[config.mk]
export PLATFORM = sky130hd
export DESIGN_NAME = ttf_queue
export DESIGN_NICKNAME = d
export VERILOG_FILES = /design/src/rtl/core/triangle_tangent_frame_macros.svh /design/src/rtl/core/ttf_pkg.sv /design/src/rtl/core/ttf_queue.sv
export SDC_FILE = /design/constraint.sdc
export NUM_CORES = 1
export LEC_CHECK = 0
export BUFFER_PORTS_ARGS = -buffer_cell sky130_fd_sc_hd__buf_2
export CAP_MARGIN = 0
export CORE_UTILIZATION = 25
export DETAILED_ROUTE_END_ITERATION = 10
export PLACE_DENSITY = 0.54
export SYNTH_ARGS = -nofsm -noshare
export SYNTH_HDL_FRONTEND = slang
export SYNTH_SLANG_ARGS = --single-unit
[constraint.sdc]
create_clock -name clk -period 15.3 [get_ports clk]
set_clock_uncertainty 0.1 [all_clocks]
set_input_delay 1.53 -clock clk [delete_from_list [all_inputs] [get_ports clk]]
set_output_delay 1.53 -clock clk [all_outputs]
set_load 0.01 [all_outputs]
[src/rtl/core/triangle_tangent_frame_macros.svh]
// Assertion macros shared by the tangent frame RTL.
// Each macro expects signals clk and rst_n in the including module.
`ifndef TRIANGLE_TANGENT_FRAME_MACROS_SVH
`define TRIANGLE_TANGENT_FRAME_MACROS_SVH

// Same-cycle implication, disabled while reset is asserted.
`define TTF_ASSERT_IMP(label, ante, cons, msg) \
    label: assert property (@(posedge clk) disable iff (!rst_n) (ante) |-> (cons)) \
        else $error(msg);

// Next-cycle implication, disabled while reset is asserted.
`define TTF_ASSERT_NXT(label, ante, cons, msg) \
    label: assert property (@(posedge clk) disable iff (!rst_n) (ante) |=> (cons)) \
        else $error(msg);

`endif

[src/rtl/core/ttf_pkg.sv]
// Shared types, constants and helpers of the triangle tangent frame block.
// No dependencies; every RTL module imports this package.
package ttf_pkg;

    localparam int COORD_WIDTH  = 32;
    localparam int FRAC_BITS    = 16;
    localparam int DELTA_W      = COORD_WIDTH + 1;
    localparam int PROD_W       = 2 * DELTA_W;
    localparam int NUM_W        = PROD_W + 1;
    localparam int EXT_W        = NUM_W + COORD_WIDTH;
    localparam int BITCNT_W     = $clog2(COORD_WIDTH + 1);
    localparam int IN_W         = 5 * COORD_WIDTH;
    localparam int IN_TDATA_W   = ((IN_W + 7) / 8) * 8;
    localparam int OUT_W        = 6 * COORD_WIDTH;
    localparam int OUT_TDATA_W  = ((OUT_W + 7) / 8) * 8;
    localparam int QUEUE_DEPTH  = 2;
    localparam int QPTR_W       = $clog2(QUEUE_DEPTH);
    localparam int QCNT_W       = $clog2(QUEUE_DEPTH + 1);
    localparam int NUM_COMPS    = 6;
    localparam int COMP_W       = $clog2(NUM_COMPS);
    localparam int AXIS_COMPS   = 3;

    localparam logic [COMP_W-1:0] LAST_COMP      = COMP_W'(NUM_COMPS - 1);
    localparam logic [COMP_W-1:0] FIRST_BITAN    = COMP_W'(AXIS_COMPS);
    localparam logic [1:0]        CORNER_FIRST   = 2'd0;
    localparam logic [1:0]        CORNER_SECOND  = 2'd1;
    localparam logic [1:0]        CORNER_THIRD   = 2'd2;
    localparam logic [1:0]        LAST_EMIT      = 2'd2;

    typedef logic [COORD_WIDTH-1:0] coord_t;
    typedef logic [DELTA_W-1:0]     delta_t;

    // Packed so that pos_x sits in the lowest bits.
    typedef struct packed {
        coord_t tex_v;
        coord_t tex_u;
        coord_t pos_z;
        coord_t pos_y;
        coord_t pos_x;
    } vertex_t;

    // Edge and UV deltas of one triangle, handed from front to back.
    typedef struct packed {
        logic [AXIS_COMPS-1:0][DELTA_W-1:0] dp1;
        logic [AXIS_COMPS-1:0][DELTA_W-1:0] dp2;
        delta_t du1;
        delta_t dv1;
        delta_t du2;
        delta_t dv2;
    } job_t;

    typedef enum logic [3:0] {
        ST_IDLE,
        ST_DET_A,
        ST_DET_B,
        ST_DET_C,
        ST_NUM_A,
        ST_NUM_B,
        ST_NUM_C,
        ST_DIV_SET,
        ST_DIV,
        ST_SAT,
        ST_EMIT
    } back_state_t;

    // Exact difference of two signed coordinates, one bit wider.
    function automatic delta_t sub_ext(coord_t a, coord_t b);
        return {a[COORD_WIDTH-1], a} - {b[COORD_WIDTH-1], b};
    endfunction

endpackage

[src/rtl/core/ttf_queue.sv]
// Short queue of triangle jobs between the front and back ends.
// Depends on ttf_pkg.
module ttf_queue (
    input  logic          clk,
    input  logic          rst_n,
    input  ttf_pkg::job_t push_job,
    input  logic          push_valid,
    output logic          push_ready,
    output ttf_pkg::job_t pop_job,
    output logic          pop_valid,
    input  logic          pop_ready
);
    import ttf_pkg::*;

    job_t              entry_reg [QUEUE_DEPTH];
    logic [QPTR_W-1:0] wr_ptr_reg, wr_ptr_next;
    logic [QPTR_W-1:0] rd_ptr_reg, rd_ptr_next;
    logic [QCNT_W-1:0] count_reg, count_next;
    logic              do_push, do_pop;

    assign push_ready = count_reg != QCNT_W'(QUEUE_DEPTH);
    assign pop_valid  = count_reg != '0;
    assign pop_job    = entry_reg[rd_ptr_reg];
    assign do_push    = push_valid && push_ready;
    assign do_pop     = pop_valid && pop_ready;

    always_comb
    begin
        wr_ptr_next = wr_ptr_reg;
        rd_ptr_next = rd_ptr_reg;
        count_next  = count_reg;
        if (do_push)
        begin
            wr_ptr_next = (wr_ptr_reg == QPTR_W'(QUEUE_DEPTH - 1)) ? '0 : wr_ptr_reg + 1'b1;
        end
        if (do_pop)
        begin
            rd_ptr_next = (rd_ptr_reg == QPTR_W'(QUEUE_DEPTH - 1)) ? '0 : rd_ptr_reg + 1'b1;
        end
        if (do_push && !do_pop)
        begin
            count_next = count_reg + 1'b1;
        end
        else if (do_pop && !do_push)
        begin
            count_next = count_reg - 1'b1;
        end
    end

    always_ff @(posedge clk or negedge rst_n)
    begin
        if (!rst_n)
        begin
            wr_ptr_reg <= '0;
            rd_ptr_reg <= '0;
            count_reg  <= '0;
        end
        else
        begin
            wr_ptr_reg <= wr_ptr_next;
            rd_ptr_reg <= rd_ptr_next;
            count_reg  <= count_next;
        end
    end

    always_ff @(posedge clk)
    begin
        if (do_push)
        begin
            entry_reg[wr_ptr_reg] <= push_job;
        end
    end

endmodule

Word level (Yosys, flattened, before mapping)
Memories as Yosys holds them, arrays and structs flattened.
Cells that the tools add are included.
{"block": "op_classes", "magnitude_cmp": 0, "eq_ne": 1, "bitwise_logic": 0, "reduce_logical": 8, "add_sub_neg": 4, "mux": 6, "n_mul": 0, "shifts": 0, "n_div": 0}
{"op": "logical AND 1 bit", "count": 4}
{"op": "2-to-1 mux 1 bit", "count": 4}
{"op": "2-to-1 mux 2 bit", "count": 2}
{"op": "nonzero test 2 bit", "count": 2}
{"op": "adder 1 bit (second input constant)", "count": 2}
{"op": "adder 2 x 1 -> 2 bit (second input constant)", "count": 1}
{"op": "logical NOT 1 bit", "count": 2}
{"op": "inequality test 2 bit (second input constant)", "count": 1}
{"op": "subtractor 2 x 1 -> 2 bit (second input constant)", "count": 1}
{"block": "totals", "output_inout_bits": 332, "ff_bits": 4, "n_memories": 1, "latchBits": 0, "ram_bits": 660, "wordCells": 23, "romBits": 0, "inputBits": 334}
{"memory": "entry_reg", "depth": 2, "word_bits": 330, "rd": 1, "rd_clocked_by_memory_dff": 0, "write_ports": 1, "line": "ttf_queue.sv:15", "rtl": "job_t entry_reg [QUEUE_DEPTH];"}

Logic depth before layout (Yosys ltp)
{"block": "depth", "ltp_word": 6, "depth_mapped": 7, "ltp_nobuf": 7}

Least setup slack after synthesis
No wires, ideal clock.
{"block": "synth_path", "kind": "in2reg", "start": "input port push_valid", "end": "memory entry_reg[0][0] in the netlist's numbering, enable pin", "t_arrival_ps": 15280, "cell_stages": 2, "setup_time_ps": 1028, "t_required_ps": 14172, "setup_slack_ps": -1109, "cell_sequence": "nand2_1 > nor2_1"}
{"block": "synth_via", "elab_chain_len": 3}
{"item": "from (decl)", "line": "ttf_queue.sv:7", "rtl": "input logic push_valid,"}
{"item": "logical AND 1 bit", "line": "ttf_queue.sv:24", "rtl": "assign do_push = push_valid && push_ready;"}
{"item": "2-to-1 mux 1 bit", "line": "ttf_queue.sv:68", "rtl": "if (do_push)"}
{"item": "2-to-1 mux 1 bit (implied by the code)", "line": "ttf_queue.sv:70", "rtl": "entry_reg[wr_ptr_reg] <= push_job;"}
{"item": "to (decl)", "line": "ttf_queue.sv:15"}
No other way between the ends.

==> impl_metrics.yaml <==
run_status:
  status: "finished clean"
setup_path:
  crit_family: "buffers and inverters"
  cp-end-kind: "output port"
  rrSetupSlack_ns: 11.59
  worst_ep_required_time_ns: 13.67
  worst_path_max_delay_cell: "buf_4"
  crit_type: "reg -> out"
  r2r.worst_path.cells: 5
  r2r-start: "count_reg[0]$_DFFE_PN0P_"
  cp-start-kind: "flip-flop"
  crit_buf_inv: 4
  critPathArrivalTime_ns: 4.57
  cp_max_fo: 60
  rr_endpoint: "entry_reg[0][149]$_DFFE_PP_"
  slowest_delay_ns: 0.87
  path_cells: "buf_4, buf_4, buf_4, mux2_4, buf_2"
  path_common_cell: "buf_4"
detailed_routing:
  wl_per_cell_um: 17.8
  ant_nets: 0
  totalWireLength_um: 56900
  post_drt_via_cell_ratio: 3.87
  drc: 0
  dr_total_vias: 12361
  dr.pass1.iters: 4
  drt_iter0_drc: 723
floorplan:
  fp.coreArea_sq_mm: 0.100
  io_pins: 666
  die_h_um: 320
  initial_utilization_pct: 25.3
  die_area_sq_mm: 0.103
  fp.dieW_um: 320
  rows: 116
sta:
  finalCritPeriodShare_pct: 40.5
  rsz0062_at_grt: "false"
  setup_viol: 0
  setup_tns_ns: 0
  max-slew-margin-rel_pct: 9.79
  hold_viol_final: 0
  fmax_ghz: 0.161
  whs_ns: 0.410
  slew_viol_final: 0
  min_period_ns: 6.20
  tightest_slew_ns: 1.35
synthesis:
  synthesis.instances: 1045
  syn_area_sq_mm: 0.0253
  ys_ff_latch: 664
  yosys.area.top_type_share_pct: 78.2
  synth.net_count: 1380
  ys_top_cells_by_area: "edfxtp_1 (78%), mux2_4 (17%), buf_8 (1.8%), mux2_2 (1.8%), dfrtp_1 (0.40%)"
  synth_top_area_cell: "edfxtp_1"
  ys_warn_count: 0
  synth_seq_area_share_pct: 78.6
  yosysUniqueCellTypes: 17
  avgSynthCellArea_sq_um: 24.2
run:
  max_cap_viol_count: 0
min_path:
  hold_class: "reg -> reg"
  min_from: "count_reg[1]$_DFFE_PN0P_"
  worstHoldEndpoint: "count_reg[1]$_DFFE_PN0P_"
  hold_depth: 1
clock_tree:
  cts_max_path_buffers: 3
  postCtsSetupBuffers: 0
  cts_resized: 0
  cts_tree: "done"
  cts_buffers: 75
  cts-root-buf: "clkbuf_16"
  h-tree-depth: 3
  clk_latency_ns: 0.63
  cts.sinks: 664
  hold_buffers: 0
  clkTransAtPathRegs_ns: 0.06
global_routing:
  antenna_found_initial: 25
  grt_pass1_vias: 13127
  gr-usage-all-layers_pct: 10.7
  grt_overflow_total: 0
  grt_pass1_wl_um: 81900
  grt_max_degree: 165
placement:
  portBuffers: 665
  dp_hpwl_um: 39600
  place_area_sq_mm: 0.0300
  gp_congestion: 0.733
finish:
  fin_nets: 2099
  mostFrequentLayoutCells: "buf_2 (665), edfxtp_1 (660), mux2_4 (290), clkbuf_16 (76), mux2_2 (40)"
  nFillCells: 9736
  largest_reg_flops: 660
  fin_area_sq_mm: 0.0325
  drive_gt1_share_pct: 61.6
  syn_to_final_growth_pct: 28.1
  final_common_cell: "buf_2"
pwr:
  power_switching_uw: 1840
  seq_power_share_pct: 41.0
  p_clk_share_pct: 27.9
  p_int_uw: 4500
  p_leak_uw: 0.0126
  pwr-share-comb_pct: 31.1
  p_per_area_mw_per_mm2: 196
  peakVddDrop_uv: 136
  swShare_pct: 29.1
-- cell families (layout without fill, tap and decap cells) --
logic type,Yosys count,after routing,synth area share [%]
other,0,12,0
adders and majority gates,1,1,0.0494
DFF,664,664,78.6
muxes,330,330,19.0
and+or+nand+nor,7,7,0.133
buffers and inverters,38,817,2.07
xor gates and xnor gates,5,5,0.173
-- layer usage --
| metal | share of wire [%] | wire length [um] | global-route usage [%] | vias to the layer above |
|---|---|---|---|---|
| met4 | 2.7 | 1510 | 4.68 | 22 |
| li1 | - | - | - | 5647 |
| met1 | 36 | 20300 | 10.9 | 6087 |
| met2 | 50 | 28500 | 18.3 | 494 |
| met5 | 0.26 | 146 | 0 | - |
| met3 | 11 | 6460 | 5.58 | 111 |
-- power by group through the flow --
stage / Combinational, uW / Clock (uW) / Sequential [uW]
5_1_grt: 2110 / 1900 / 2640
3_3_place_gp: 2010 / 0 / 2630
4_1_cts: 2030 / 1840 / 2610
3_5_place_dp: 2020 / 0 / 2650
2_1_floorplan: 1430 / 0 / 2750
6_report: 1970 / 1770 / 2600
-- how the worst max path moves through the flow --
stage	cells past startpoint	to	slack [ns]	from
2_1_floorplan	2	entry_reg[0][0]$_DFFE_PP_	4.49	push_valid
3_3_place_gp	5	pop_job[133]	9.81	rd_ptr_reg$_DFFE_PN0P_
3_5_place_dp	5	pop_job[209]	9.71	rd_ptr_reg$_DFFE_PN0P_
4_1_cts	5	pop_job[125]	8.97	rd_ptr_reg$_DFFE_PN0P_
5_1_grt	5	pop_job[29]	8.81	rd_ptr_reg$_DFFE_PN0P_
6_report	5	pop_job[125]	9.10	rd_ptr_reg$_DFFE_PN0P_
-- cell type report --
cell class                      instances  area, sq um  share of cell area [%]
Clock inverter                         45          482                    1.48
Tap cell                             1357         1700                    5.23
Timing Repair Buffer                  679         3450                    10.6
Inverter                                1         3.75                  0.0116
Sequential cell                       664        19900                    61.4
Antenna cell                           12         30.0                  0.0925
Clock buffer                           92         1960                    6.05
Multi-Input combinational cell        343         4910                    15.1
-- through the flow --
step	power [uW]	util (%)	instances	setup WS (ns)
2_1_floorplan	4170	-	1045	4.49
3_3_place_gp	4640	29.9	3044	9.81
3_5_place_dp	4670	29.9	3044	9.71
4_1_cts	6480	32.3	3181	8.97
5_1_grt	6650	32.3	3189	8.81
6_report	6350	32.4	3193	9.10
-- worst reg2reg max path, cell delays in order, from the launching register on --
cell,delay (ns)
dfrtp_1,0.40
nand2b_1,0.17
nand2_1,0.14
nor2_4,0.75
buf_4,0.80
buf_4,0.88
-- Yosys cell counts --
cell,n
nand2b_1,1
nand2_1,2
mux2_2,40
xor2_1,2
nor2_1,2
buf_8,30
mux2_4,290
or2_2,1
ha_1,1
buf_12,2
dfrtp_1,4
inv_1,1
buf_6,1
edfxtp_1,660
buf_2,4
and3_1,1
xnor2_1,3
Power figures use the tool's default switching activity.
