[src/rtl/core/triangle_tangent_frame_macros.svh]
// Assertion macros shared by the tangent frame RTL.
// Each macro expects signals clk and rst_n in the including module.
`ifndef TRIANGLE_TANGENT_FRAME_MACROS_SVH
`define TRIANGLE_TANGENT_FRAME_MACROS_SVH

// Same-cycle implication, disabled while reset is asserted.
`define TTF_ASSERT_IMP(label, ante, cons, msg) \
    label: assert property (@(posedge clk) disable iff (!rst_n) (ante) |-> (cons)) \
        else $error(msg);

// Next-cycle implication, disabled while reset is asserted.
`define TTF_ASSERT_NXT(label, ante, cons, msg) \
    label: assert property (@(posedge clk) disable iff (!rst_n) (ante) |=> (cons)) \
        else $error(msg);

`endif

[src/rtl/core/ttf_pkg.sv]
// Shared types, constants and helpers of the triangle tangent frame block.
// No dependencies; every RTL module imports this package.
package ttf_pkg;

    localparam int COORD_WIDTH  = 32;
    localparam int FRAC_BITS    = 16;
    localparam int DELTA_W      = COORD_WIDTH + 1;
    localparam int PROD_W       = 2 * DELTA_W;
    localparam int NUM_W        = PROD_W + 1;
    localparam int EXT_W        = NUM_W + COORD_WIDTH;
    localparam int BITCNT_W     = $clog2(COORD_WIDTH + 1);
    localparam int IN_W         = 5 * COORD_WIDTH;
    localparam int IN_TDATA_W   = ((IN_W + 7) / 8) * 8;
    localparam int OUT_W        = 6 * COORD_WIDTH;
    localparam int OUT_TDATA_W  = ((OUT_W + 7) / 8) * 8;
    localparam int QUEUE_DEPTH  = 2;
    localparam int QPTR_W       = $clog2(QUEUE_DEPTH);
    localparam int QCNT_W       = $clog2(QUEUE_DEPTH + 1);
    localparam int NUM_COMPS    = 6;
    localparam int COMP_W       = $clog2(NUM_COMPS);
    localparam int AXIS_COMPS   = 3;

    localparam logic [COMP_W-1:0] LAST_COMP      = COMP_W'(NUM_COMPS - 1);
    localparam logic [COMP_W-1:0] FIRST_BITAN    = COMP_W'(AXIS_COMPS);
    localparam logic [1:0]        CORNER_FIRST   = 2'd0;
    localparam logic [1:0]        CORNER_SECOND  = 2'd1;
    localparam logic [1:0]        CORNER_THIRD   = 2'd2;
    localparam logic [1:0]        LAST_EMIT      = 2'd2;

    typedef logic [COORD_WIDTH-1:0] coord_t;
    typedef logic [DELTA_W-1:0]     delta_t;

    // Packed so that pos_x sits in the lowest bits.
    typedef struct packed {
        coord_t tex_v;
        coord_t tex_u;
        coord_t pos_z;
        coord_t pos_y;
        coord_t pos_x;
    } vertex_t;

    // Edge and UV deltas of one triangle, handed from front to back.
    typedef struct packed {
        logic [AXIS_COMPS-1:0][DELTA_W-1:0] dp1;
        logic [AXIS_COMPS-1:0][DELTA_W-1:0] dp2;
        delta_t du1;
        delta_t dv1;
        delta_t du2;
        delta_t dv2;
    } job_t;

    typedef enum logic [3:0] {
        ST_IDLE,
        ST_DET_A,
        ST_DET_B,
        ST_DET_C,
        ST_NUM_A,
        ST_NUM_B,
        ST_NUM_C,
        ST_DIV_SET,
        ST_DIV,
        ST_SAT,
        ST_EMIT
    } back_state_t;

    // Exact difference of two signed coordinates, one bit wider.
    function automatic delta_t sub_ext(coord_t a, coord_t b);
        return {a[COORD_WIDTH-1], a} - {b[COORD_WIDTH-1], b};
    endfunction

endpackage

[src/rtl/core/ttf_front.sv]
// Front end: takes vertices, keeps the first two corners, forms the deltas.
// Depends on ttf_pkg.
module ttf_front (
    input  logic             clk,
    input  logic             rst_n,
    input  ttf_pkg::vertex_t vtx,
    input  logic             vtx_valid,
    output logic             vtx_ready,
    output ttf_pkg::job_t    job,
    output logic             job_valid,
    input  logic             job_ready
);
    import ttf_pkg::*;

    logic [1:0] cnt_reg, cnt_next;
    vertex_t    first_reg, second_reg;
    logic       third;
    logic       accept;

    // Any count of two or more closes the triangle.
    assign third     = cnt_reg[1];
    assign vtx_ready = !third || job_ready;
    assign job_valid = vtx_valid && third;
    assign accept    = vtx_valid && vtx_ready;

    always_comb
    begin
        cnt_next = cnt_reg;
        if (accept)
        begin
            case (cnt_reg)
                CORNER_FIRST:  cnt_next = CORNER_SECOND;
                CORNER_SECOND: cnt_next = CORNER_THIRD;
                default:       cnt_next = CORNER_FIRST;
            endcase
        end
    end

    always_ff @(posedge clk or negedge rst_n)
    begin
        if (!rst_n)
        begin
            cnt_reg <= CORNER_FIRST;
        end
        else
        begin
            cnt_reg <= cnt_next;
        end
    end

    always_ff @(posedge clk)
    begin
        if (accept && cnt_reg == CORNER_FIRST)
        begin
            first_reg <= vtx;
        end
        if (accept && cnt_reg == CORNER_SECOND)
        begin
            second_reg <= vtx;
        end
    end

    always_comb
    begin
        job.dp1[0] = sub_ext(second_reg.pos_x, first_reg.pos_x);
        job.dp1[1] = sub_ext(second_reg.pos_y, first_reg.pos_y);
        job.dp1[2] = sub_ext(second_reg.pos_z, first_reg.pos_z);
        job.dp2[0] = sub_ext(vtx.pos_x, first_reg.pos_x);
        job.dp2[1] = sub_ext(vtx.pos_y, first_reg.pos_y);
        job.dp2[2] = sub_ext(vtx.pos_z, first_reg.pos_z);
        job.du1    = sub_ext(second_reg.tex_u, first_reg.tex_u);
        job.dv1    = sub_ext(second_reg.tex_v, first_reg.tex_v);
        job.du2    = sub_ext(vtx.tex_u, first_reg.tex_u);
        job.dv2    = sub_ext(vtx.tex_v, first_reg.tex_v);
    end

endmodule

[config.mk]
export PLATFORM = sky130hd
export DESIGN_NAME = ttf_front
export DESIGN_NICKNAME = d
export VERILOG_FILES = /design/src/rtl/core/triangle_tangent_frame_macros.svh /design/src/rtl/core/ttf_pkg.sv /design/src/rtl/core/ttf_front.sv
export SDC_FILE = /design/constraint.sdc
export NUM_CORES = 1
export LEC_CHECK = 0
export ABC_CLOCK_PERIOD_IN_PS = 12600
export BUFFER_PORTS_ARGS = -buffer_cell sky130_fd_sc_hd__buf_2
export CORE_UTILIZATION = 52
export DETAILED_ROUTE_END_ITERATION = 6
export PLACE_DENSITY = 0.79
export SLEW_MARGIN = 15
export SYNTH_ARGS = -nofsm -noshare
export SYNTH_HDL_FRONTEND = slang
export SYNTH_SLANG_ARGS = --single-unit
export TNS_END_PERCENT = 30
[constraint.sdc]
create_clock -name clk -period 12.6 [get_ports clk]
set_input_delay 0.63 -clock clk [delete_from_list [all_inputs] [get_ports clk]]
set_output_delay 0.63 -clock clk [all_outputs]
set_load 0.005 [all_outputs]
=== Word level (Yosys, flattened, before mapping) ===
Cells that the tools add are included.

* Bits in latches: 0
* Word-level logic and storage cells: 30
* Input port bits: 164
* Bits in writable memories: 0
* Bits in read-only memories: 0
* Memories: 0
* Output and inout bits: 332
* Flip-flop bits (word level): 322

* Add/sub/neg operators: 10
* Mux-type cells: 1
* Shifts and indexed selects: 0
* Magnitude comparators: 0
* Reductions and logical operators: 7
* Div/mod/pow operators: 0
* Bitwise logic cells: 0
* Equality and inequality tests: 1
* $mul: 0

{| class="wikitable"
|+ Operators by type and width
! cell !! number
|-
| $sub 32x32->33 || 10
|-
| $logic_and 1x1->1 || 4
|-
| $pmux 2 s2 || 1
|-
| $eq 2x1->1 const B || 1
|-
| $logic_not 2->1 || 1
|-
| $logic_not 1->1 || 1
|-
| $logic_or 1x1->1 || 1
|}

=== Longest topological paths before layout ===
* Depth after elaboration: 4
* Gate-level depth with buffers: 12
* Depth with buffers taken out: 12

=== Least setup slack after synthesis ===
No wires, ideal clock.

* Kind: input -> register
* From: in vtx_valid
* To: reg first_reg[0] in the netlist's numbering, enable pin
* Library setup time: 0.910 ns
* Buffers on the path: 0
* Path slack: -0.409 ns
* Required time: 11.690 ns
* Stages on the path: 1
* Arrival time: 12.099 ns
* Path through: nor3b_1

* Longest elaborated chain between the ends: 2

{| class="wikitable"
|+ RTL lines
! element !! RTL line !! text
|-
| start: declaration || ttf_front.sv:7 || <nowiki>input logic vtx_valid,</nowiki>
|-
| $logic_and 1x1->1 || ttf_front.sv:24 || <nowiki>assign accept = vtx_valid && vtx_ready;</nowiki>
|-
| $logic_and 1x1->1 || ttf_front.sv:53 || <nowiki>if (accept && cnt_reg == CORNER_FIRST)</nowiki>
|-
| end signal: assignment || ttf_front.sv:55 || <nowiki>first_reg <= vtx;</nowiki>
|-
| end: declaration || ttf_front.sv:16 || <nowiki>vertex_t first_reg, second_reg;</nowiki>
|}

No other way between the ends.
A chain may end at the register's enable or synchronous reset.

==> results.json <==
{
  "final_common_cell": "buf_2",
  "numCtsBuffers": 38,
  "mostFrequentLayoutCells": "495 x buf_2, 320 x ha_1, 320 x edfxtp_1",
  "cap_violations": 0,
  "clock.fmax_mhz": 216,
  "die_area_um2": 51400,
  "wl_per_cell_um": 18.1,
  "skew_ns": 0.0143,
  "fin_crit_ns": 4.63,
  "peakVddDrop_uv": 131,
  "route.antenna.remaining_nets": 0,
  "design.core.area_um2": 49400,
  "port_buffers": 495,
  "ys_seq_area_frac": 0.368,
  "drive_above_1_share": 0.183,
  "die_h_um": 227,
  "io_pins": 496,
  "grt_pass1_vias": 21100,
  "via_per_inst": 5.71,
  "clkLatencyLatePin_ns": 0.56,
  "rsz0062_at_grt": "no",
  "cts_tree": "yes",
  "drt_iter0_markers": 1259,
  "area_growth_pct": 17.5,
  "period_share": 0.367,
  "synth_cell_types": 88,
  "worstPathRequired_ns": 11.97,
  "cts_max_level": 2,
  "cts_num_sinks": 322,
  "die_w_um": 227,
  "hold_buffers": 1,
  "crit_type": "flip-flop to output pin",
  "syn-instance-count": 2753,
  "drc": 0,
  "postCtsResizedCells": 0,
  "grt_max_degree": 162,
  "cts_setup_buffers": 0,
  "fin_nets": 3750,
  "cts.clk_slew.worst_paths_ns": 0.06,
  "setup_violations": 0,
  "synth-edff-count": 320,
  "tightest_slew_ns": 1.04,
  "synth_area_um2": 26300,
  "rows": 81,
  "antenna_found_initial": 17,
  "slew_headroom": 0.307,
  "status": "complete, no violations",
  "cp_data_arrival_time_ns": 4.00,
  "endpoint_kind": "output pin",
  "grt-ovfl-total": 0,
  "hold_viol": 0,
  "drv_slew": 0,
  "drtPass1Iterations": 5,
  "groute.usage.overall": 0.267,
  "ys.flop_type": "edfxtp_1",
  "num_vias": 22600,
  "cp-start-kind": "flip-flop",
  "tns_ns": 0,
  "synth_nets": 3247,
  "holdCritPathClass": "primary input to flip-flop",
  "leakagePower_nw": 14.1,
  "fill_cells": 4175,
  "syn_area_per_cell_um2": 9.54,
  "crit_fanout": 3,
  "cts_buffer_depth": 3,
  "initial_core_util": 0.532,
  "dp_hpwl_mm": 56.2,
  "yosys_warnings": 0,
  "wirelength_mm": 71.5,
  "ys_ff_latch": 322,
  "gp_congestion": 0.965,
  "root_buffer": "clkbuf_16",
  "holdWs_ns": 0.277,
  "async_reset_ff_frac": 0.00621,
  "grt_pass1_wl_mm": 109,
  "power.density_nw_per_um2": 181
}
-- critical path, cell delays in order (launching register included) --
cell and delay (ns):
edfxtp_1 0.40, ha_1 0.26, fa_1 0.41, nor2b_1 0.17
o31a_1 0.16, o21ai_1 0.11, a211oi_1 0.42, nor4b_2 0.13
o31ai_2 0.34, a22oi_1 0.16, o31ai_1 0.55, xor2_1 0.19
buf_2 0.15
-- where the power goes --
part	switching (mW)	total (mW)	internal, mW
Sequential	0.0481	1.44	1.39
Combinational	1.73	2.97	1.24
Clock	0.443	1.17	0.731
-- synthesized netlist by cell type, types with 5 or more instances --
master / number / area share
o31a_1: 17 / 0.0057
a2111o_1: 7 / 0.0030
o21ai_0: 157 / 0.030
a21o_1: 136 / 0.039
o22ai_1: 5 / 0.0012
or2_2: 9 / 0.0021
nor2_1: 187 / 0.027
a31oi_1: 34 / 0.0081
nand2_1: 156 / 0.022
nor3_1: 39 / 0.0074
a41oi_1: 6 / 0.0020
inv_1: 276 / 0.039
o211ai_1: 21 / 0.0060
ha_1: 320 / 0.15
a31o_2: 6 / 0.0020
and2_1: 17 / 0.0041
clkbuf_1: 32 / 0.0046
nor4_1: 8 / 0.0019
nand3b_1: 7 / 0.0020
o21ai_1: 14 / 0.0027
xnor2_1: 170 / 0.057
xor2_1: 83 / 0.028
nand3_1: 51 / 0.0097
nand2b_1: 37 / 0.0088
o31ai_1: 9 / 0.0026
a21boi_0: 11 / 0.0031
a221o_1: 6 / 0.0023
a221oi_1: 11 / 0.0037
a211oi_1: 19 / 0.0054
and3_1: 22 / 0.0052
edfxtp_1: 320 / 0.37
a22oi_1: 5 / 0.0014
o21bai_1: 37 / 0.011
fa_1: 10 / 0.0076
nor2b_1: 48 / 0.011
nand4_1: 28 / 0.0067
o21a_1: 63 / 0.018
a21oi_1: 268 / 0.051
or3_1: 11 / 0.0026
and4_1: 6 / 0.0020
-- cell type report --
class	count	area (um^2)	area share
clock inverter	25	297	0.00961
multi-input combinational	2120	15400	0.501
tap	664	831	0.0269
sequential	322	9660	0.313
clock buffer	44	1040	0.0336
antenna	11	27.5	0.000892
timing repair buffer	498	2530	0.0819
inverter	276	1040	0.0336
-- per-layer routing --
metal	track usage	wire length (um)	share of wire	vias to the layer above
met5	0	84	0.0012	-
met4	0.131	3320	0.046	14
met2	0.448	33500	0.47	774
met1	0.322	29200	0.41	10500
li1	-	-	-	11100
met3	0.0604	5350	0.075	184
-- logic make-up (layout without fill, tap and decap cells) --
logic type,Yosys count,after routing,synth area share
AND/OR/NAND/NOR,640,640,0.118
AO/OA/AOI/OAI,892,892,0.223
flip-flops,322,322,0.368
other,0,11,0
adder cells (fa/ha/maj),330,330,0.160
buffers and inverters,311,843,0.0446
XOR/XNOR,253,253,0.0844
multiplexers,5,5,0.00210
-- metrics by stage --
step / setup WS, ns / utilization / std cells / cell area (um^2) / total power, mW
3_5_place_dp: 8.51 / 0.597 / 3879 / 29500 / 4.39
6_report: 7.97 / 0.625 / 3960 / 30900 / 5.58
5_1_grt: 7.73 / 0.625 / 3958 / 30900 / 5.95
2_1_floorplan: 4.56 / - / 2753 / 26300 / 3.34
4_1_cts: 8.01 / 0.625 / 3949 / 30800 / 5.59
3_3_place_gp: 8.53 / 0.597 / 3879 / 29500 / 4.36
-- worst paths after layout --
| kind | start | endpoint | cells past startpoint | slack [ns] |
|---|---|---|---|---|
| min in group asynchronous | rst_n | cnt_reg[1]$_DFFE_PN0P_ | 2 | 0.40 |
| setup reg to reg | cnt_reg[1]$_DFFE_PN0P_ | first_reg[94]$_DFFE_PP_ | 2 | 10.59 |
| setup / recovery | first_reg[0]$_DFFE_PP_ | job[259] | 12 | 7.97 |
| max in group asynchronous | rst_n | cnt_reg[0]$_DFFE_PN0P_ | 2 | 12.11 |
| hold reg to reg | cnt_reg[0]$_DFFE_PN0P_ | cnt_reg[0]$_DFFE_PN0P_ | 1 | 0.60 |
| hold / removal | vtx[64] | second_reg[64]$_DFFE_PP_ | 1 | 0.28 |
No activity file was read; power rests on OpenSTA's default activity.
