`config.mk`:
```
export PLATFORM = sky130hd
export DESIGN_NAME = ttf_back
export DESIGN_NICKNAME = d
export VERILOG_FILES = /design/src/rtl/core/ttf_pkg.sv /design/src/rtl/core/ttf_back.sv
export VERILOG_INCLUDE_DIRS = /design/src /design/src/rtl/core
export SDC_FILE = /design/constraint.sdc
export NUM_CORES = 2
export LEC_CHECK = 0
export BUFFER_PORTS_ARGS = -buffer_cell sky130_fd_sc_hd__buf_2
export CORE_MARGIN = 1.5
export CORE_UTILIZATION = 45
export DETAILED_ROUTE_END_ITERATION = 16
export PLACE_DENSITY_LB_ADDON = 0.3
export SKIP_LAST_GASP = 1
export SLEW_MARGIN = 40
export SYNTH_ARGS = -nofsm -noshare
export SYNTH_HDL_FRONTEND = slang
export SYNTH_SLANG_ARGS = --single-unit
```
`constraint.sdc`:
```
create_clock -name clk -period 12.9 [get_ports clk]
set_clock_uncertainty 0.05 [all_clocks]
set_input_delay 0.645 -clock clk [delete_from_list [all_inputs] [get_ports clk]]
set_output_delay 0.645 -clock clk [all_outputs]
set_load 0.02 [all_outputs]
```
`src/rtl/core/triangle_tangent_frame_macros.svh`:
```
// Assertion macros shared by the tangent frame RTL.
// Each macro expects signals clk and rst_n in the including module.
`ifndef TRIANGLE_TANGENT_FRAME_MACROS_SVH
`define TRIANGLE_TANGENT_FRAME_MACROS_SVH

// Same-cycle implication, disabled while reset is asserted.
`define TTF_ASSERT_IMP(label, ante, cons, msg) \
    label: assert property (@(posedge clk) disable iff (!rst_n) (ante) |-> (cons)) \
        else $error(msg);

// Next-cycle implication, disabled while reset is asserted.
`define TTF_ASSERT_NXT(label, ante, cons, msg) \
    label: assert property (@(posedge clk) disable iff (!rst_n) (ante) |=> (cons)) \
        else $error(msg);

`endif

```
`src/rtl/core/ttf_pkg.sv`:
```
// Shared types, constants and helpers of the triangle tangent frame block.
// No dependencies; every RTL module imports this package.
package ttf_pkg;

    localparam int COORD_WIDTH  = 32;
    localparam int FRAC_BITS    = 16;
    localparam int DELTA_W      = COORD_WIDTH + 1;
    localparam int PROD_W       = 2 * DELTA_W;
    localparam int NUM_W        = PROD_W + 1;
    localparam int EXT_W        = NUM_W + COORD_WIDTH;
    localparam int BITCNT_W     = $clog2(COORD_WIDTH + 1);
    localparam int IN_W         = 5 * COORD_WIDTH;
    localparam int IN_TDATA_W   = ((IN_W + 7) / 8) * 8;
    localparam int OUT_W        = 6 * COORD_WIDTH;
    localparam int OUT_TDATA_W  = ((OUT_W + 7) / 8) * 8;
    localparam int QUEUE_DEPTH  = 2;
    localparam int QPTR_W       = $clog2(QUEUE_DEPTH);
    localparam int QCNT_W       = $clog2(QUEUE_DEPTH + 1);
    localparam int NUM_COMPS    = 6;
    localparam int COMP_W       = $clog2(NUM_COMPS);
    localparam int AXIS_COMPS   = 3;

    localparam logic [COMP_W-1:0] LAST_COMP      = COMP_W'(NUM_COMPS - 1);
    localparam logic [COMP_W-1:0] FIRST_BITAN    = COMP_W'(AXIS_COMPS);
    localparam logic [1:0]        CORNER_FIRST   = 2'd0;
    localparam logic [1:0]        CORNER_SECOND  = 2'd1;
    localparam logic [1:0]        CORNER_THIRD   = 2'd2;
    localparam logic [1:0]        LAST_EMIT      = 2'd2;

    typedef logic [COORD_WIDTH-1:0] coord_t;
    typedef logic [DELTA_W-1:0]     delta_t;

    // Packed so that pos_x sits in the lowest bits.
    typedef struct packed {
        coord_t tex_v;
        coord_t tex_u;
        coord_t pos_z;
        coord_t pos_y;
        coord_t pos_x;
    } vertex_t;

    // Edge and UV deltas of one triangle, handed from front to back.
    typedef struct packed {
        logic [AXIS_COMPS-1:0][DELTA_W-1:0] dp1;
        logic [AXIS_COMPS-1:0][DELTA_W-1:0] dp2;
        delta_t du1;
        delta_t dv1;
        delta_t du2;
        delta_t dv2;
    } job_t;

    typedef enum logic [3:0] {
        ST_IDLE,
        ST_DET_A,
        ST_DET_B,
        ST_DET_C,
        ST_NUM_A,
        ST_NUM_B,
        ST_NUM_C,
        ST_DIV_SET,
        ST_DIV,
        ST_SAT,
        ST_EMIT
    } back_state_t;

    // Exact difference of two signed coordinates, one bit wider.
    function automatic delta_t sub_ext(coord_t a, coord_t b);
        return {a[COORD_WIDTH-1], a} - {b[COORD_WIDTH-1], b};
    endfunction

endpackage

```
`src/rtl/core/ttf_back.sv`:
```
// Back end: shared multiplier, shared radix-2 divider and the result words.
// Depends on ttf_pkg and triangle_tangent_frame_macros.svh.
`include "triangle_tangent_frame_macros.svh"

module ttf_back (
    input  logic                                clk,
    input  logic                                rst_n,
    input  ttf_pkg::job_t                       job,
    input  logic                                job_valid,
    output logic                                job_ready,
    output logic [ttf_pkg::OUT_TDATA_W-1:0]     m_tdata,
    output logic                                m_tuser,
    output logic                                m_tlast,
    output logic                                m_tvalid,
    input  logic                                m_tready
);
    import ttf_pkg::*;

    back_state_t                  state_reg, state_next;
    job_t                         job_reg, job_next;
    logic signed [PROD_W-1:0]     prod_reg, prod_next;
    logic signed [PROD_W-1:0]     first_reg, first_next;
    logic [NUM_W-1:0]             det_mag_reg, det_mag_next;
    logic                         det_neg_reg, det_neg_next;
    logic [NUM_W-1:0]             num_reg, num_next;
    logic                         neg_reg, neg_next;
    logic                         ovf_reg, ovf_next;
    logic [NUM_W-1:0]             rem_reg, rem_next;
    logic [COORD_WIDTH-1:0]       low_reg, low_next;
    logic [COORD_WIDTH-1:0]       q_reg, q_next;
    logic [BITCNT_W-1:0]          bit_cnt_reg, bit_cnt_next;
    logic [COMP_W-1:0]            comp_reg, comp_next;
    logic [NUM_COMPS-1:0][COORD_WIDTH-1:0] res_reg, res_next;
    logic                         degen_reg, degen_next;
    logic [1:0]                   emit_reg, emit_next;

    logic [DELTA_W-1:0]           opa, opb;
    logic [1:0]                   axis;
    logic                         is_bitan;
    logic [NUM_W-1:0]             diff;
    logic [NUM_W-1:0]             nmag;
    logic [EXT_W-1:0]             nsh, dsh;
    logic [NUM_W:0]               trial;
    logic [COORD_WIDTH-1:0]       sat_val;

    assign is_bitan = comp_reg >= FIRST_BITAN;
    assign axis     = is_bitan ? 2'(comp_reg - FIRST_BITAN) : comp_reg[1:0];

    // Operand selection for the one multiplier.
    always_comb
    begin
        opa = job_reg.du1;
        opb = job_reg.dv2;
        case (state_reg)
            ST_DET_B:
            begin
                opa = job_reg.dv1;
                opb = job_reg.du2;
            end
            ST_NUM_A:
            begin
                opa = is_bitan ? job_reg.dp2[axis] : job_reg.dp1[axis];
                opb = is_bitan ? job_reg.du1 : job_reg.dv2;
            end
            ST_NUM_B:
            begin
                opa = is_bitan ? job_reg.dp1[axis] : job_reg.dp2[axis];
                opb = is_bitan ? job_reg.du2 : job_reg.dv1;
            end
            default:
            begin
                opa = job_reg.du1;
                opb = job_reg.dv2;
            end
        endcase
    end

    assign diff = {first_reg[PROD_W-1], first_reg} - {prod_reg[PROD_W-1], prod_reg};
    assign nmag = num_reg[NUM_W-1] ? -num_reg : num_reg;
    assign nsh  = EXT_W'(nmag) << FRAC_BITS;
    assign dsh  = EXT_W'(det_mag_reg) << COORD_WIDTH;
    assign trial = {rem_reg, low_reg[COORD_WIDTH-1]} - {1'b0, det_mag_reg};

    // Truncated quotient saturated to the signed coordinate range.
    always_comb
    begin
        if (ovf_reg)
        begin
            sat_val = neg_reg ? {1'b1, {(COORD_WIDTH-1){1'b0}}}
                              : {1'b0, {(COORD_WIDTH-1){1'b1}}};
        end
        else if (!neg_reg)
        begin
            sat_val = q_reg[COORD_WIDTH-1] ? {1'b0, {(COORD_WIDTH-1){1'b1}}} : q_reg;
        end
        else
        begin
            sat_val = (q_reg > {1'b1, {(COORD_WIDTH-1){1'b0}}})
                      ? {1'b1, {(COORD_WIDTH-1){1'b0}}} : -q_reg;
        end
    end

    always_comb
    begin
        state_next   = state_reg;
        job_next     = job_reg;
        prod_next    = prod_reg;
        first_next   = first_reg;
        det_mag_next = det_mag_reg;
        det_neg_next = det_neg_reg;
        num_next     = num_reg;
        neg_next     = neg_reg;
        ovf_next     = ovf_reg;
        rem_next     = rem_reg;
        low_next     = low_reg;
        q_next       = q_reg;
        bit_cnt_next = bit_cnt_reg;
        comp_next    = comp_reg;
        res_next     = res_reg;
        degen_next   = degen_reg;
        emit_next    = emit_reg;
        job_ready    = 1'b0;
        m_tvalid     = 1'b0;
        case (state_reg)
            ST_IDLE:
            begin
                job_ready = 1'b1;
                if (job_valid)
                begin
                    job_next   = job;
                    state_next = ST_DET_A;
                end
            end
            ST_DET_A:
            begin
                prod_next  = $signed(opa) * $signed(opb);
                state_next = ST_DET_B;
            end
            ST_DET_B:
            begin
                first_next = prod_reg;
                prod_next  = $signed(opa) * $signed(opb);
                state_next = ST_DET_C;
            end
            ST_DET_C:
            begin
                if (diff == '0)
                begin
                    degen_next = 1'b1;
                    res_next   = '0;
                    emit_next  = '0;
                    state_next = ST_EMIT;
                end
                else
                begin
                    degen_next   = 1'b0;
                    det_neg_next = diff[NUM_W-1];
                    det_mag_next = diff[NUM_W-1] ? -diff : diff;
                    comp_next    = '0;
                    state_next   = ST_NUM_A;
                end
            end
            ST_NUM_A:
            begin
                prod_next  = $signed(opa) * $signed(opb);
                state_next = ST_NUM_B;
            end
            ST_NUM_B:
            begin
                first_next = prod_reg;
                prod_next  = $signed(opa) * $signed(opb);
                state_next = ST_NUM_C;
            end
            ST_NUM_C:
            begin
                num_next   = diff;
                state_next = ST_DIV_SET;
            end
            ST_DIV_SET:
            begin
                // Quotients of 2^COORD_WIDTH or more saturate without dividing.
                neg_next     = num_reg[NUM_W-1] ^ det_neg_reg;
                ovf_next     = nsh >= dsh;
                rem_next     = NUM_W'(nsh >> COORD_WIDTH);
                low_next     = nsh[COORD_WIDTH-1:0];
                q_next       = '0;
                bit_cnt_next = BITCNT_W'(COORD_WIDTH);
                state_next   = (nsh >= dsh) ? ST_SAT : ST_DIV;
            end
            ST_DIV:
            begin
                if (!trial[NUM_W])
                begin
                    rem_next = trial[NUM_W-1:0];
                    q_next   = {q_reg[COORD_WIDTH-2:0], 1'b1};
                end
                else
                begin
                    rem_next = {rem_reg[NUM_W-2:0], low_reg[COORD_WIDTH-1]};
                    q_next   = {q_reg[COORD_WIDTH-2:0], 1'b0};
                end
                low_next     = {low_reg[COORD_WIDTH-2:0], 1'b0};
                bit_cnt_next = bit_cnt_reg - 1'b1;
                if (bit_cnt_reg == BITCNT_W'(1))
                begin
                    state_next = ST_SAT;
                end
            end
            ST_SAT:
            begin
                res_next[comp_reg] = sat_val;
                if (comp_reg == LAST_COMP)
                begin
                    emit_next  = '0;
                    state_next = ST_EMIT;
                end
                else
                begin
                    comp_next  = comp_reg + 1'b1;
                    state_next = ST_NUM_A;
                end
            end
            ST_EMIT:
            begin
                m_tvalid = 1'b1;
                if (m_tready)
                begin
                    if (emit_reg == LAST_EMIT)
                    begin
                        state_next = ST_IDLE;
                    end
                    else
                    begin
                        emit_next = emit_reg + 1'b1;
                    end
                end
            end
            default:
            begin
                state_next = ST_IDLE;
            end
        endcase
    end

    always_ff @(posedge clk or negedge rst_n)
    begin
        if (!rst_n)
        begin
            state_reg <= ST_IDLE;
            emit_reg  <= '0;
        end
        else
        begin
            state_reg <= state_next;
            emit_reg  <= emit_next;
        end
    end

    always_ff @(posedge clk)
    begin
        job_reg     <= job_next;
        prod_reg    <= prod_next;
        first_reg   <= first_next;
        det_mag_reg <= det_mag_next;
        det_neg_reg <= det_neg_next;
        num_reg     <= num_next;
        neg_reg     <= neg_next;
        ovf_reg     <= ovf_next;
        rem_reg     <= rem_next;
        low_reg     <= low_next;
        q_reg       <= q_next;
        bit_cnt_reg <= bit_cnt_next;
        comp_reg    <= comp_next;
        res_reg     <= res_next;
        degen_reg   <= degen_next;
    end

    assign m_tdata = OUT_TDATA_W'(res_reg);
    assign m_tuser = degen_reg;
    assign m_tlast = emit_reg == LAST_EMIT;

    `TTF_ASSERT_IMP(a_div_det_nonzero, state_reg == ST_DIV, det_mag_reg != '0, "divide by zero")
    `TTF_ASSERT_IMP(a_degen_zero, m_tvalid && degen_reg, res_reg == '0, "degenerate not zero")
    `TTF_ASSERT_NXT(a_emit_start, state_reg == ST_SAT && comp_reg == LAST_COMP,
                    state_reg == ST_EMIT && emit_reg == '0, "emit did not start at first word")

endmodule

```
[Word level (Yosys, flattened, before mapping)]
Index checks and enable logic that the tools add are counted.
Storage, ports and cells
  register bits after elaboration: 938
  output and inout port bits: 196
Cells by class
  add/sub/neg operators: 9
  multiply operators: 1
  $lt $le $gt $ge: 6
  equal/unequal tests: 22
  multiplexer cells: 48
  bitwise operators: 2
  reduce and logical (&&, ||, !) cells: 14
Operators by type and width (number)
  $pmux 192 s2: 1
  $mux 33: 6
  $pmux 33 s3: 2
  $bwmux 192: 1
  $mux 192: 1
  $mux 32: 5
  $mux 67: 2
  $neg 67->67: 2
  $pmux 67 s2: 1
  $bmux 33 s2: 2
  $pmux 32 s2: 2
  $ge 83x99->1: 1
  $demux 32 s3: 1
  $sub 68x67->68: 1
  $logic_not 67->1: 1
  $sub 66x66->67: 1
  $mul 33x33->66: 1
  $mux 66: 1
  $pmux 4 s11: 1
  $gt 32x32->1 const B: 1
  $neg 32->32: 1
  $mux 31: 1
  $mux 4: 6
  $ne 2x2->1 const B: 9
  other kinds (33): 51

[Logic depth before layout (Yosys ltp)]
  word-level depth: 7
  mapped depth: 45

[Worst setup path after synthesis]
No wires, ideal clock.
  path type: register to register
  start point: reg comp_reg[1]
  end point: reg prod_reg[65], data pin
  library setup time: 0.260 ns
  arrival: 11.030 ns
  data required time: 12.590 ns
  setup slack: 1.560 ns
  cell stages (with the launch flop): 41
  buffers on the path: 4
  cells stage by stage: edfxtp_1 > ha_1 > ha_1 > or3_1 > clkbuf_1 > nor3_1 > or2_2 > clkbuf_1 > a22oi_1 > o21ai_0 > a21o_1 > clkbuf_1 > clkbuf_1 > nand2_1 > fa_1 > fa_1 > inv_1 > fa_1 > [5 not listed] > fa_1 > inv_1 > fa_1 > inv_1 > ha_1 > and4_1 > a2111o_1 > a211oi_1 > nor3_1 > a211oi_1 > a21boi_0 > o41ai_1 > o41ai_1 > o211ai_1 > a21o_1 > a221o_1 > a21oi_1 > xnor2_1
On the way
  longest elaborated chain between the ends: 7
  elaborated cells on any way between the ends: 14
  classes of those cells: add/sub (1); mul (1); order compare (1); mux (11)
Ends and longest elaborated chain
  start: declaration: RTL line ttf_back.sv:32  | logic [COMP_W-1:0] comp_reg, comp_next;
  start signal: assignment: RTL line ttf_back.sv:273  | comp_reg <= comp_next;
  $ge 3x2->1 or $sub 2x2->2 (tied branches): RTL line ttf_back.sv:46, ttf_back.sv:47
  $mux 2: RTL line ttf_back.sv:47  | assign axis = is_bitan ? 2'(comp_reg - FIRST_BITAN) : comp_reg[1:0];
  $bmux 33 s2: RTL line ttf_back.sv:62, ttf_back.sv:67
  $mux 33 (implied by the code): RTL line ttf_back.sv:62, ttf_back.sv:67
  $mux 33, on equally long branches: RTL line ttf_back.sv:67, ttf_back.sv:62
  $pmux 33 s3: RTL line ttf_back.sv:54  | case (state_reg)
  $mul 33x33->66 (*)
  end signal: assignment: RTL line ttf_back.sv:262  | prod_reg <= prod_next;
  end: declaration: RTL line ttf_back.sv:21  | logic signed [PROD_W-1:0] prod_reg, prod_next;
Every way passes the cells marked *; elsewhere a longest branch is shown, timed or not. The select of a mux whose other input is x is not followed.
A chain may end at the register's enable or synchronous reset.

[Worst setup path after layout]
Ends and elaborated chain as after synthesis.

==> reports/metrics.json <==
{
  "outcome": {"value": "completed"},
  "yosys_warnings": {"value": 0},
  "area_enclosed_by_the_die_boundary": {"value": 194800, "unit": "sq um"},
  "cts_htree_levels": {"value": 3},
  "worst_skew_pair.late_latency": {"value": 0.80, "unit": "ns"},
  "detail_route.drc_violations": {"value": 0},
  "worstPathMaxFanout": {"value": 27},
  "largest_register_ffs": {"value": 330},
  "cts-root-buf": {"value": "sky130_fd_sc_hd__clkbuf_16"},
  "wire_length_of_the_first_global_routing_pass": {"value": 424.9, "unit": "mm"},
  "syn_area_per_cell": {"value": 10.14, "unit": "sq um"},
  "floorplan.rows": {"value": 160},
  "tritoncts_num_sinks": {"value": 922},
  "critPathArrivalTime": {"value": 12.91, "unit": "ns"},
  "drtAntennaViolNets": {"value": 0},
  "worstSetupPathType": {"value": "register to register"},
  "ys_ff_latch": {"value": 922},
  "timing.setup.tns": {"value": 0, "unit": "ns"},
  "report.final.setup_viol": {"value": 0},
  "routability_cong": {"value": 0.9878},
  "avgViaCountPerCell": {"value": 5.672},
  "wire_per_inst": {"value": 23.97, "unit": "microns"},
  "transition_at_the_pin_with_the_smallest_max_transition_slack": {"value": 0.9114, "unit": "ns"},
  "layout-drive-gt1-share": {"value": 11.10, "unit": "%"},
  "cts_made_buffers": {"value": 101},
  "max-cap-violations": {"value": 0},
  "final_hold_viol_count": {"value": 0},
  "async_flop_share": {"value": 0.6508, "unit": "%"},
  "num-fill-cells": {"value": 16868},
  "setup.worst_path.start_class": {"value": "register"},
  "numPortBuffers": {"value": 529},
  "grt_pass1_vias": {"value": 69211},
  "starting_density_of_the_core": {"value": 45.37, "unit": "%"},
  "grt_max_degree": {"value": 161},
  "post-route-period-util": {"value": 96.55, "unit": "%"},
  "initial_antenna_violation_count": {"value": 10},
  "die_h": {"value": 441.3, "unit": "microns"},
  "cp_data_required_time": {"value": 13.35, "unit": "ns"},
  "rsz0062_at_grt": {"value": "false"},
  "area_of_the_mapped_netlist": {"value": 86460, "unit": "sq um"},
  "gate_count_of_the_mapped_netlist": {"value": 8526},
  "num-nets-final": {"value": 11117},
  "clk_path_buf_depth": {"value": 3},
  "min_period": {"value": 12.46, "unit": "ns"},
  "largest_stage_delay_on_the_critical_path": {"value": 0.65, "unit": "ns"},
  "postSynthNetCount": {"value": 10417},
  "fmax": {"value": 80.29, "unit": "MHz"},
  "relative_max_transition_margin": {"value": 39.22, "unit": "%"},
  "detailed_place_hpwl": {"value": 218.2, "unit": "mm"},
  "crit_path_end_kind": {"value": "register"},
  "initialDrtViolationCount": {"value": 6229},
  "timing.critical_path.mode_cell": {"value": "sky130_fd_sc_hd__fa_1"},
  "ys.flop_type": {"value": "sky130_fd_sc_hd__edfxtp_1"},
  "globalRouteOverflowTotal": {"value": 0},
  "firstDrtPassIters": {"value": 6},
  "synth_cell_types": {"value": 96},
  "critical-path-slowest-cell": {"value": "sky130_fd_sc_hd__a21o_2"},
  "synth_edf_count": {"value": 916},
  "syn_to_final_growth": {"value": 14.43, "unit": "%"},
  "cts.clk_slew.worst_paths": {"value": 0.06, "unit": "ns"},
  "die_x": {"value": 441.3, "unit": "microns"},
  "worst_path_dominant_cell_family": {"value": "adder cells"},
  "num_vias": {"value": 67103},
  "tritoncts": {"value": "yes"},
  "critical_path.n_buffers_inverters": {"value": 7},
  "report.final.slew_viol_count": {"value": 0},
  "global_route.usage.total": {"value": 28.99, "unit": "%"},
  "worst_hold_path_type": {"value": "input port to register"},
  "io_pins": {"value": 530},
  "wl": {"value": 283.6, "unit": "mm"},
  "synth_sequential_area_ratio": {"value": 31.99, "unit": "%"},
  "core_region": {"value": 190600, "unit": "sq um"}
}
[area by class of cell]
| cell class | count | area, sq um | area share (%) |
|---|---|---|---|
| Timing Repair Buffer | 1018 | 7144 | 7.221 |
| Multi-Input combinational cell | 5847 | 52570 | 53.14 |
| Inverter | 1336 | 5015 | 5.069 |
| Tap cell | 2511 | 3142 | 3.175 |
| Clock buffer | 115 | 2580 | 2.608 |
| Sequential cell | 922 | 27660 | 27.95 |
| Clock inverter | 75 | 812.0 | 0.8207 |
| Antenna cell | 7 | 17.52 | 0.01770 |
[per-layer routing]
layer / share of wire (%) / global-route usage (%)
met1: 39 / 37.25
met4: 6.1 / 15.45
met2: 45 / 45.71
met5: 0.012 / 0
met3: 9.2 / 6.628
[stage by stage]
stage / instances / setup WS, ns / cell area (sq um) / hold slack [ns] / util (%)
floorplan: 8526 / 1.560 / 86460 / 0.2994 / -
global placement: 11342 / 0.5657 / 92500 / 0.3830 / 48.53
detailed placement: 11347 / 0.3360 / 92600 / 0.3832 / 48.59
CTS: 11814 / 0.2745 / 98770 / 0.0003526 / 51.82
global route: 11830 / 0.03113 / 98940 / 0.01069 / 51.91
finish: 11831 / 0.4447 / 98940 / 0.04060 / 51.91
[timing repair]
item,in CTS,in global routing
hold endpoints to repair,282,0
resized for setup,0,3
buffers inserted,0,4
setup endpoints to repair,0,4
hold buffers,277,0
[worst reg2reg max path, delay by kind of cell (launching register included)]
kind | cells | cell delay, ns
xor gates and xnor gates | 1 | 0.08
buffers and inverters | 7 | 1.32
and+or+nand+nor | 4 | 1.25
adders and majority gates | 11 | 4.84
DFF | 1 | 0.52
AOI/OAI and AO/OA | 13 | 4.09
[synth_stat cells (35+ instances only)]
master / n / area, sq um
sky130_fd_sc_hd__a21o_1: 156 / 1171
sky130_fd_sc_hd__a21oi_1: 439 / 2197
sky130_fd_sc_hd__a221o_1: 37 / 370.4
sky130_fd_sc_hd__a22o_1: 51 / 446.7
sky130_fd_sc_hd__a22oi_1: 68 / 510.5
sky130_fd_sc_hd__a31oi_1: 43 / 269.0
sky130_fd_sc_hd__a32o_1: 79 / 790.8
sky130_fd_sc_hd__and2_1: 82 / 513.0
sky130_fd_sc_hd__and3_1: 57 / 356.6
sky130_fd_sc_hd__clkbuf_1: 396 / 1486
sky130_fd_sc_hd__edfxtp_1: 916 / 27510
sky130_fd_sc_hd__fa_1: 1147 / 22960
sky130_fd_sc_hd__ha_1: 410 / 5130
sky130_fd_sc_hd__inv_1: 1334 / 5007
sky130_fd_sc_hd__mux2i_1: 79 / 790.8
sky130_fd_sc_hd__nand2_1: 1068 / 4009
sky130_fd_sc_hd__nand2b_1: 45 / 281.5
sky130_fd_sc_hd__nand3_1: 66 / 330.3
sky130_fd_sc_hd__nand4_1: 58 / 362.9
sky130_fd_sc_hd__nor2_1: 726 / 2725
sky130_fd_sc_hd__nor2b_1: 47 / 294.0
sky130_fd_sc_hd__nor3_1: 71 / 355.3
sky130_fd_sc_hd__o21a_1: 37 / 277.8
sky130_fd_sc_hd__o21ai_0: 268 / 1341
sky130_fd_sc_hd__o21bai_1: 35 / 262.8
sky130_fd_sc_hd__o22ai_1: 40 / 250.2
sky130_fd_sc_hd__or3_1: 41 / 256.5
sky130_fd_sc_hd__xnor2_1: 222 / 1944
sky130_fd_sc_hd__xor2_1: 86 / 753.2
[placed cells by master (no fill, tap or decap), types with 43 or more instances in the layout]
cell type and count:
sky130_fd_sc_hd__nor2b_1 45, sky130_fd_sc_hd__nor2_1 717, sky130_fd_sc_hd__nand3_1 66, sky130_fd_sc_hd__buf_4 189, sky130_fd_sc_hd__edfxtp_1 916, sky130_fd_sc_hd__inv_1 1333
sky130_fd_sc_hd__ha_1 410, sky130_fd_sc_hd__xor2_1 85, sky130_fd_sc_hd__nand2b_1 45, sky130_fd_sc_hd__clkbuf_16 101, sky130_fd_sc_hd__a22oi_1 68, sky130_fd_sc_hd__nor3_1 64
sky130_fd_sc_hd__a22o_1 51, sky130_fd_sc_hd__fa_1 1147, sky130_fd_sc_hd__buf_2 533, sky130_fd_sc_hd__nand2_1 1065, sky130_fd_sc_hd__and2_1 81, sky130_fd_sc_hd__nand4_1 58
sky130_fd_sc_hd__o21ai_0 265, sky130_fd_sc_hd__xnor2_1 221, sky130_fd_sc_hd__a21o_1 150, sky130_fd_sc_hd__a21oi_1 430, sky130_fd_sc_hd__dlygate4sd3_1 277, sky130_fd_sc_hd__a31oi_1 43
sky130_fd_sc_hd__mux2i_1 78, sky130_fd_sc_hd__a32o_1 79, sky130_fd_sc_hd__and3_1 57
[path summary, 6_finish.rpt]
path	start	end	slack (ns)	cells past startpoint
worst max-delay path	comp_reg[1]$_SDFFCE_PN0P_	prod_reg[65]$_DFFE_PP_	0.44	36
worst min-delay path	job[84]	job_reg[84]$_DFFE_PP_	0.04	1
worst max register to register	comp_reg[1]$_SDFFCE_PN0P_	prod_reg[65]$_DFFE_PP_	0.44	36
worst min register to register	prod_reg[39]$_DFFE_PP_	first_reg[39]$_DFFE_PP_	0.40	0
max in group asynchronous	rst_n	state_reg[1]$_DFFE_PN0P_	12.39	2
min in group asynchronous	rst_n	state_reg[0]$_DFFE_PN0P_	0.25	2
[logic make-up (layout without fill, tap and decap cells)]
logic type                 Yosys count  count (layout)  share of synthesized area, %
muxes                               83              83                        0.9667
other                                0               7                             0
AOI/OAI and AO/OA                 1516            1516                         11.73
buffers and inverters             1757            2544                         7.648
DFF                                922             922                         31.99
xor gates and xnor gates           308             308                         3.120
adders and majority gates         1557            1557                         32.49
and+or+nand+nor                   2383            2383                         12.06
Power is not shown: default switching activity piles up to over one toggle a cycle in this logic, so the estimate is an artifact.
